## src/design/nearest_waypoint_within_limit_macros.svh

```systemverilog
// assertion macros shared by the nearest waypoint search modules
`ifndef NEAREST_WAYPOINT_WITHIN_LIMIT_MACROS_SVH
`define NEAREST_WAYPOINT_WITHIN_LIMIT_MACROS_SVH

// same-cycle implication, disabled while reset is held
`define NWL_ASSERT_NOW(label, clk, rst_n, ante, cons, msg) \
    label: assert property (@(posedge clk) disable iff (!rst_n) (ante) |-> (cons)) \
        else $error(msg);

// next-cycle implication, disabled while reset is held
`define NWL_ASSERT_NEXT(label, clk, rst_n, ante, cons, msg) \
    label: assert property (@(posedge clk) disable iff (!rst_n) (ante) |=> (cons)) \
        else $error(msg);

`endif

```

## src/design/nwl_pkg.sv

```systemverilog
// shared types and constants for the nearest waypoint search
`default_nettype none

package nwl_pkg;

    // distance limit register
    localparam int unsigned LIMIT_W     = 23;
    localparam int unsigned LIMIT_SQ_W  = 2 * LIMIT_W;
    localparam logic [LIMIT_W-1:0] LIMIT_RESET = 23'd256;

    // function codes
    localparam logic FUNC_APPEND = 1'b0;
    localparam logic FUNC_QUERY  = 1'b1;

    // result status codes
    localparam logic [1:0] STATUS_APPENDED = 2'd0;
    localparam logic [1:0] STATUS_FULL     = 2'd1;
    localparam logic [1:0] STATUS_MATCH    = 2'd2;
    localparam logic [1:0] STATUS_NO_MATCH = 2'd3;

    // controller states
    typedef enum logic [2:0] {
        S_IDLE,
        S_APPEND,
        S_QSTART,
        S_WALK,
        S_DRAIN
    } t_state;

    // controller to datapath commands
    typedef struct packed {
        logic load_in;
        logic append;
        logic q_init;
        logic issue;
        logic q_done;
    } t_cmd;

    // datapath to controller status
    typedef struct packed {
        logic empty;
        logic last_issue;
        logic busy;
    } t_sts;

endpackage

`default_nettype wire

```

## src/design/nwl_ctrl.sv

```systemverilog
// controller state machine for the nearest waypoint search
`default_nettype none
`include "nearest_waypoint_within_limit_macros.svh"

module nwl_ctrl (
    input  wire logic          i_clk,
    input  wire logic          i_rst_n,
    input  wire logic          i_in_valid,
    input  wire logic          i_func,
    output logic               o_in_ready,
    output logic               o_out_valid,
    input  wire logic          i_out_ready,
    output nwl_pkg::t_cmd      o_cmd,
    input  wire nwl_pkg::t_sts i_sts
);
    import nwl_pkg::*;

    t_state r_state;
    t_state n_state;
    logic   r_out_valid;
    logic   out_free;
    logic   out_load;

    // output register can take a result this cycle
    assign out_free    = !r_out_valid || i_out_ready;
    assign o_out_valid = r_out_valid;

    // state register
    always_ff @(posedge i_clk) begin
        if (!i_rst_n) begin
            r_state <= S_IDLE;
        end else begin
            r_state <= n_state;
        end
    end

    // next state and commands
    always_comb begin
        n_state    = r_state;
        o_cmd      = '0;
        o_in_ready = 1'b0;
        out_load   = 1'b0;
        unique case (r_state)
            S_IDLE: begin
                o_in_ready = 1'b1;
                if (i_in_valid) begin
                    o_cmd.load_in = 1'b1;
                    n_state = (i_func == FUNC_QUERY) ? S_QSTART : S_APPEND;
                end
            end
            S_APPEND: begin
                if (out_free) begin
                    o_cmd.append = 1'b1;
                    out_load     = 1'b1;
                    n_state      = S_IDLE;
                end
            end
            S_QSTART: begin
                o_cmd.q_init = 1'b1;
                n_state = i_sts.empty ? S_DRAIN : S_WALK;
            end
            S_WALK: begin
                o_cmd.issue = 1'b1;
                if (i_sts.last_issue) begin
                    n_state = S_DRAIN;
                end
            end
            S_DRAIN: begin
                if (!i_sts.busy && out_free) begin
                    o_cmd.q_done = 1'b1;
                    out_load     = 1'b1;
                    n_state      = S_IDLE;
                end
            end
            default: begin
                n_state = S_IDLE;
            end
        endcase
    end

    // output valid flag
    always_ff @(posedge i_clk) begin
        if (!i_rst_n) begin
            r_out_valid <= 1'b0;
        end else if (out_load) begin
            r_out_valid <= 1'b1;
        end else if (i_out_ready) begin
            r_out_valid <= 1'b0;
        end
    end

    // a result never overwrites one that is still waiting
    `NWL_ASSERT_NOW(a_no_overwrite, i_clk, i_rst_n, out_load,
        !r_out_valid || i_out_ready, "result loaded over a pending transfer")
    // a walk ends only through the drain state
    `NWL_ASSERT_NEXT(a_walk_exit, i_clk, i_rst_n, r_state == S_WALK,
        r_state == S_WALK || r_state == S_DRAIN, "walk left without draining")
    // results wait for the search pipeline to empty
    `NWL_ASSERT_NOW(a_done_idle_pipe, i_clk, i_rst_n, o_cmd.q_done,
        !i_sts.busy && !o_cmd.issue, "query finished with entries in flight")

endmodule

`default_nettype wire

```

## config.mk

```make
export PLATFORM = sky130hd
export DESIGN_NAME = nwl_ctrl
export DESIGN_NICKNAME = d
export VERILOG_FILES = /design/src/design/nwl_pkg.sv /design/src/design/nwl_ctrl.sv
export VERILOG_INCLUDE_DIRS = /design/src /design/src/design
export SDC_FILE = /design/constraint.sdc
export NUM_CORES = 1
export LEC_CHECK = 0
export BUFFER_PORTS_ARGS = -buffer_cell sky130_fd_sc_hd__clkbuf_2
export CAP_MARGIN = 30
export CELL_PAD_IN_SITES_DETAIL_PLACEMENT = 0
export CELL_PAD_IN_SITES_GLOBAL_PLACEMENT = 1
export CORE_AREA = 4 4 41 43
export CTS_CLUSTER_SIZE = 30
export DETAILED_ROUTE_END_ITERATION = 16
export DIE_AREA = 0 0 45 47
export PLACE_DENSITY_LB_ADDON = 0.25
export SYNTH_ARGS = -nofsm -noshare
export SYNTH_HDL_FRONTEND = slang
export SYNTH_SLANG_ARGS = --single-unit
```

## constraint.sdc

```tcl
create_clock -name i_clk -period 1.25 [get_ports i_clk]
set_input_delay 0.125 -clock i_clk [delete_from_list [all_inputs] [get_ports i_clk]]
set_output_delay 0.125 -clock i_clk [all_outputs]
set_load 0.005 [all_outputs]
```

==> out/qor.txt, run 1 <==
Run status - finished, violations left
Failing checks - setup timing
Clock Root Buffer - clkbuf_4
Die Y - 47 um
Synth top area cells - dfxtp_1 (28%), nor3_1 (5.3%), nand3b_1 (5.3%)
Max Freq - 763 MHz
Routed length per instance - 11.7 um
Core ar. - 1300 um2
Leakage - 0.215 nW
Post-synth top area share - 28.4%
Vias per cell - 4.54
Post-synth top area cell - dfxtp_1
Mapped Nets - 42
Power per cell area - 972 nW/um2
Final period utilization - 105%
Die footprint - 2120 um2
Clock-pin slew on the worst setup and hold paths - 0.04 ns
Routed wire length - 806 um
CP arrival - 1.19 ns
Width of the die - 45 um
DP HPWL - 619 um
CTS H-Tree Depth - 1
Port bufs - 14
Sequential fraction of the synthesis area - 28.4%
Power Total - 0.000443 W
Synth Instances - 34
Yosys reg bits - 4
Layout cells sized above 1 - 61.1%
Dpl cells - 66
1st-iter DRT viols - 2
Max Slew Vio Count - 0
Longest Clk Path Bufs - 2
Peak VDD IR - 440 uV
Num rows - 13
Final nets - 64
Fin cells - 69
DRC viols - 0
Gr usage total - 8.37%
CTS tree - done
Finish-stage setup viols - 1
Worst-Margin Slew - 0.338 ns
DR vias - 313
Crit path max fanout - 4
Initial Util - 21.6%
Fill cells - 149
Final hold vios - 0
Synth-to-layout area growth - 61.8%
Syn avg cell area - 8.28 um2
Cts hold-fix bufs - 0
Mapped Area - 282 um2
CP max stage cell - or3b_4
ANT nets after route - 0
Setup WS post-layout - -0.0611 ns
Unrepaired setup endpoints after global routing - true
Max-slew headroom - 77.5%
Worst setup SP type - register
Drt pass-1 iters - 4
Fin area - 455 um2
Max Cap Viol - 0
Initial antenna violation count - 0
Remaining Overflow, GRT - 0
I/O Pins - 15
Hold/Removal Path Class - input port to register
CP Cell Sequence - or3b_4, nor3_2, buf_2
Largest net degree at the start of global routing - 11
Netlist cell types - 23
First-pass GRT wire length - 1260 um
Clk Latency, worst-skew pair - 0.23 ns
Worst Path Class, Setup - register to output port
Fin util - 35.0%
Ys Warns - 0
CTS Buf Count - 3
Dpl cell area - 389 um2
Final min period - 1.31 ns
Critical path's largest stage delay - 0.39 ns
CP endpoint kind - output port
Diode count - 0
Worst EP required - 1.12 ns
Num Clock Sinks - 4
Setup WS pre-CTS - 0.0771 ns
Skew final - 0.000922 ns
GPL Wtd Cong - 0.736
Vias in the first global route - 317
[kinds of logic (layout without fill, tap and decap cells)]
group | Yosys count | after routing | synth area share [%]
compound gates | 9 | 9 | 22.7
buf+inv | 4 | 24 | 9.34
flops | 4 | 4 | 28.4
mux | 1 | 1 | 4.00
simple gates | 16 | 16 | 35.6
[worst paths after layout]
kind	startpoint	to	slack [ns]	cells past startpoint
min	i_rst_n	r_state[1]$_SDFFE_PN0P_	0.14	2
max reg2reg	r_state[0]$_SDFFE_PN0P_	r_state[1]$_SDFFE_PN0P_	0.14	4
max	r_state[2]$_SDFFE_PN0P_	o_cmd[0]	-0.06	3
min reg2reg	r_state[2]$_SDFFE_PN0P_	r_state[0]$_SDFFE_PN0P_	0.55	2
[stage by stage]
stage | setup TNS (ns) | hold WS [ns]
after CTS | -0.107 | 0.132
after floorplan | 0 | 0.243
after global placement | 0 | 0.370
after detailed placement | 0 | 0.371
final | -0.0611 | 0.135
after global routing | -0.185 | 0.153
[synth_stat cells, drive strengths merged]
cell     number
nand2         1
nor2          2
nand3b        2
o21a          2
nor2b         1
and2          1
buf           2
o21ai         1
a221oi        1
and2b         1
nor3b         1
or3b          1
a2111oi       1
nand2b        2
dfxtp         4
inv           2
and3b         1
o211ai        1
a21oi         2
a211oi        1
mux2          1
nor3          3
[layout by cell type, fill, tap and decap left out, drive strengths merged, types with 2 or more instances in the layout]
cell,n
dfxtp,4
a21oi,2
o21a,2
clkbuf,16
inv,2
nor3,3
nand3b,2
nand2b,2
buf,6
nor2,2
[registers in the layout (all words and copies together), names as in the netlist]
signal       flops
r_state          3
o_out_valid      1
[area by class of cell]
cell class              count  area [um2]  area share, %
clock buffers               3        22.5           4.95
inverters                   2        7.51           1.65
multi-input cells          26         211           46.4
flip-flops and latches      4        83.8           18.4
well taps                  15        18.8           4.12
repair buffers             19         111           24.5
[where the power goes]
part / internal, W / leakage, nW / switching, W
logic: 0.0000741 / 0.167 / 0.0000596
clock network: 0.000107 / 0.0138 / 0.0000491
registers: 0.000140 / 0.0340 / 0.0000127
total: 0.000321 / 0.215 / 0.000121
[layer usage]
metal  up-vias  global-route usage [%]  wire [um]
met2        11                    11.9        373
met5         -                       0          0
met1       134                    11.1        359
li1        166                       -          -
met3         2                    1.15         67
met4         0                    7.02          6
[what timing repair did]
action | CTS | global route
pin swaps | 3 | 1
resized for setup | 5 | 7
buffers inserted | 0 | 0
endpoints found under the setup margin | 3 | 6
[worst max-delay path, delay by kind of cell (launching register included)]
kind	cells	cell delay, ns
buf+inv	1	0.13
simple gates	2	0.49
flops	1	0.34
No activity file was read; power rests on OpenSTA's default activity.
==> run 2: changes to the inputs <==
--- a/config.mk
+++ b/config.mk
@@ -14,7 +14,9 @@
 export CTS_CLUSTER_SIZE = 30
 export DETAILED_ROUTE_END_ITERATION = 16
 export DIE_AREA = 0 0 45 47
+export GPL_TIMING_DRIVEN = 0
 export PLACE_DENSITY_LB_ADDON = 0.25
+export SKIP_CTS_REPAIR_TIMING = 1
 export SYNTH_ARGS = -nofsm -noshare
 export SYNTH_HDL_FRONTEND = slang
 export SYNTH_SLANG_ARGS = --single-unit
==> constraint.sdc (replaced) <==
create_clock -name i_clk -period 1.25 [get_ports i_clk]
set_input_delay 0.25 -clock i_clk [delete_from_list [all_inputs] [get_ports i_clk]]
set_output_delay 0.25 -clock i_clk [all_outputs]
set_load 0.005 [all_outputs]
==> run 2 against run 1 <==
Effect of this change: sequential power shrank 4%; clock skew grew 0.0063 ns; non-clock buffer count is the same; power grew 2.6%; cell area grew 1.1%; die area is the same; the run still ends with setup timing left; register-to-register slack lost 0.03 ns; via count grew 2.6%; cell count is the same; highest routed layer is now met3; worst setup slack lost 0.21 ns; utilization grew 0.38 points.
==> out/qor.txt, run 2 (same netlist as run 1, synthesis figures left out) <==
Remaining Overflow, GRT - 0
Most frequent cells in the layout - clkbuf_2 (10), buf_2 (4), clkbuf_4 (3), buf_4 (3)
Total negative slack - -0.806 ns
Max Slew Vio Count - 0
Die footprint - 2120 um2
Initial Util - 21.6%
Width of the die - 45 um
1st-iter DRT viols - 7
Diode count - 0
Run status - finished, violations left
Gr usage total - 9.24%
Core ar. - 1300 um2
Fin cells - 69
DR vias - 321
Final nets - 64
Max Cap Viol - 0
DRC viols - 0
Die Y - 47 um
CP Cell Sequence - buf_6, or3b_4, nor3_2, buf_2
Vias per cell - 4.65
Critical path's largest stage delay - 0.39 ns
Max-slew headroom - 77.6%
ANT nets after route - 0
Final min period - 1.52 ns
R2R cell count - 4
First-pass GRT wire length - 1340 um
CP max stage cell - or3b_4
Clock-pin slew on the worst setup and hold paths - 0.04 ns
Drt pass-1 iters - 3
Worst-Margin Slew - 0.336 ns
CTS tree - done
CP endpoint kind - output port
Skew final - 0.00723 ns
Setup WS pre-CTS - -0.110 ns
Setup WS post-layout - -0.274 ns
CTS Buf Count - 3
CP arrival - 1.27 ns
Leakage - 0.216 nW
Routed length per instance - 10.8 um
Synth-to-layout area growth - 63.6%
Max Freq - 656 MHz
Peak VDD IR - 420 uV
Failing checks - setup timing
Worst Path Class, Setup - register to output port
Switch share - 27.6%
I/O Pins - 15
Initial antenna violation count - 0
Worst EP required - 1.00 ns
Dpl cells - 63
Max reg flops - 3
Fin util - 35.4%
Vias in the first global route - 308
Seq pwr share - 32.3%
Most common cell after layout, fill and taps aside - clkbuf_2
Layout cells sized above 1 - 59.3%
Top delay family on crit path - simple AND/OR/NAND/NOR gates
Buf+Inv Stages, Crit Path - 2
Num Clock Sinks - 4
Longest Clk Path Bufs - 2
Routed wire length - 746 um
Clock power frac - 35.4%
Finish-stage setup viols - 6
Power per cell area - 987 nW/um2
Worst setup SP type - register
Critical path depth in cells - 4
Crit path max fanout - 7
Largest net degree at the start of global routing - 11
Logic pwr share - 32.3%
Final period utilization - 122%
GPL Wtd Cong - 0.682
Num rows - 13
Min Hold Slack - 0.253 ns
Clk Latency, worst-skew pair - 0.24 ns
Hold/Removal Path Class - input port to register
Largest register by flop count - r_state
Hold path depth - 2
CTS H-Tree Depth - 1
NetSw - 0.000125 W
DP HPWL - 546 um
Final hold vios - 0
Port bufs - 14
Cell internal pwr - 0.000329 W
Unrepaired setup endpoints after global routing - true
Clock Root Buffer - clkbuf_4
-- run 2: changes by cell type in the layout (fill, tap and decap cells not counted) --
cell	previous run	this run
dfxtp_2	3	1
buf_6	1	2
buf_2	1	4
dfxtp_1	1	2
dfxtp_4	0	1
buf_4	4	3
clkbuf_2	13	10
-- run 2: through the flow --
stage               area [um2]  power, W
floorplan                  282  0.000216
global placement           370  0.000261
detailed placement         370  0.000260
CTS                        393  0.000431
global route               460  0.000496
finish                     460  0.000454
-- run 2: power groups by stage --
stage | clock network [W] | registers, W | logic (W)
global route | 0.000183 | 0.000148 | 0.000165
CTS | 0.000173 | 0.000146 | 0.000112
global placement | 0 | 0.000148 | 0.000113
detailed placement | 0 | 0.000148 | 0.000112
floorplan | 0 | 0.000147 | 0.0000690
finish | 0.000161 | 0.000147 | 0.000147
-- run 2: worst paths after layout --
| kind | from | to | slack, ns |
|---|---|---|---|
| setup / recovery | r_state[0]$_SDFFE_PN0P_ | o_cmd[0] | -0.27 |
| hold / removal | i_rst_n | r_state[1]$_SDFFE_PN0P_ | 0.25 |
| setup reg to reg | r_state[0]$_SDFFE_PN0P_ | o_out_valid$_SDFFE_PN0P_ | 0.11 |
| hold reg to reg | r_state[2]$_SDFFE_PN0P_ | r_state[0]$_SDFFE_PN0P_ | 0.52 |
-- run 2: layout make-up --
cell class,count,area (um2)
Buffer,2,22.5
Timing Repair Buffer,17,92.6
Tap cell,15,18.8
Multi-Input combinational cell,26,211
Sequential cell,4,85.1
Fill cell,157,841
Clock buffer,3,22.5
Inverter,2,7.51
-- run 2: layer usage --
| metal | wire length [um] | global-route usage, % | vias up |
|---|---|---|---|
| met4 | 0 | 3.51 | 0 |
| met5 | 0 | 0 | - |
| li1 | - | - | 164 |
| met3 | 96 | 7.28 | 0 |
| met2 | 305 | 12.4 | 13 |
| met1 | 343 | 10.9 | 144 |
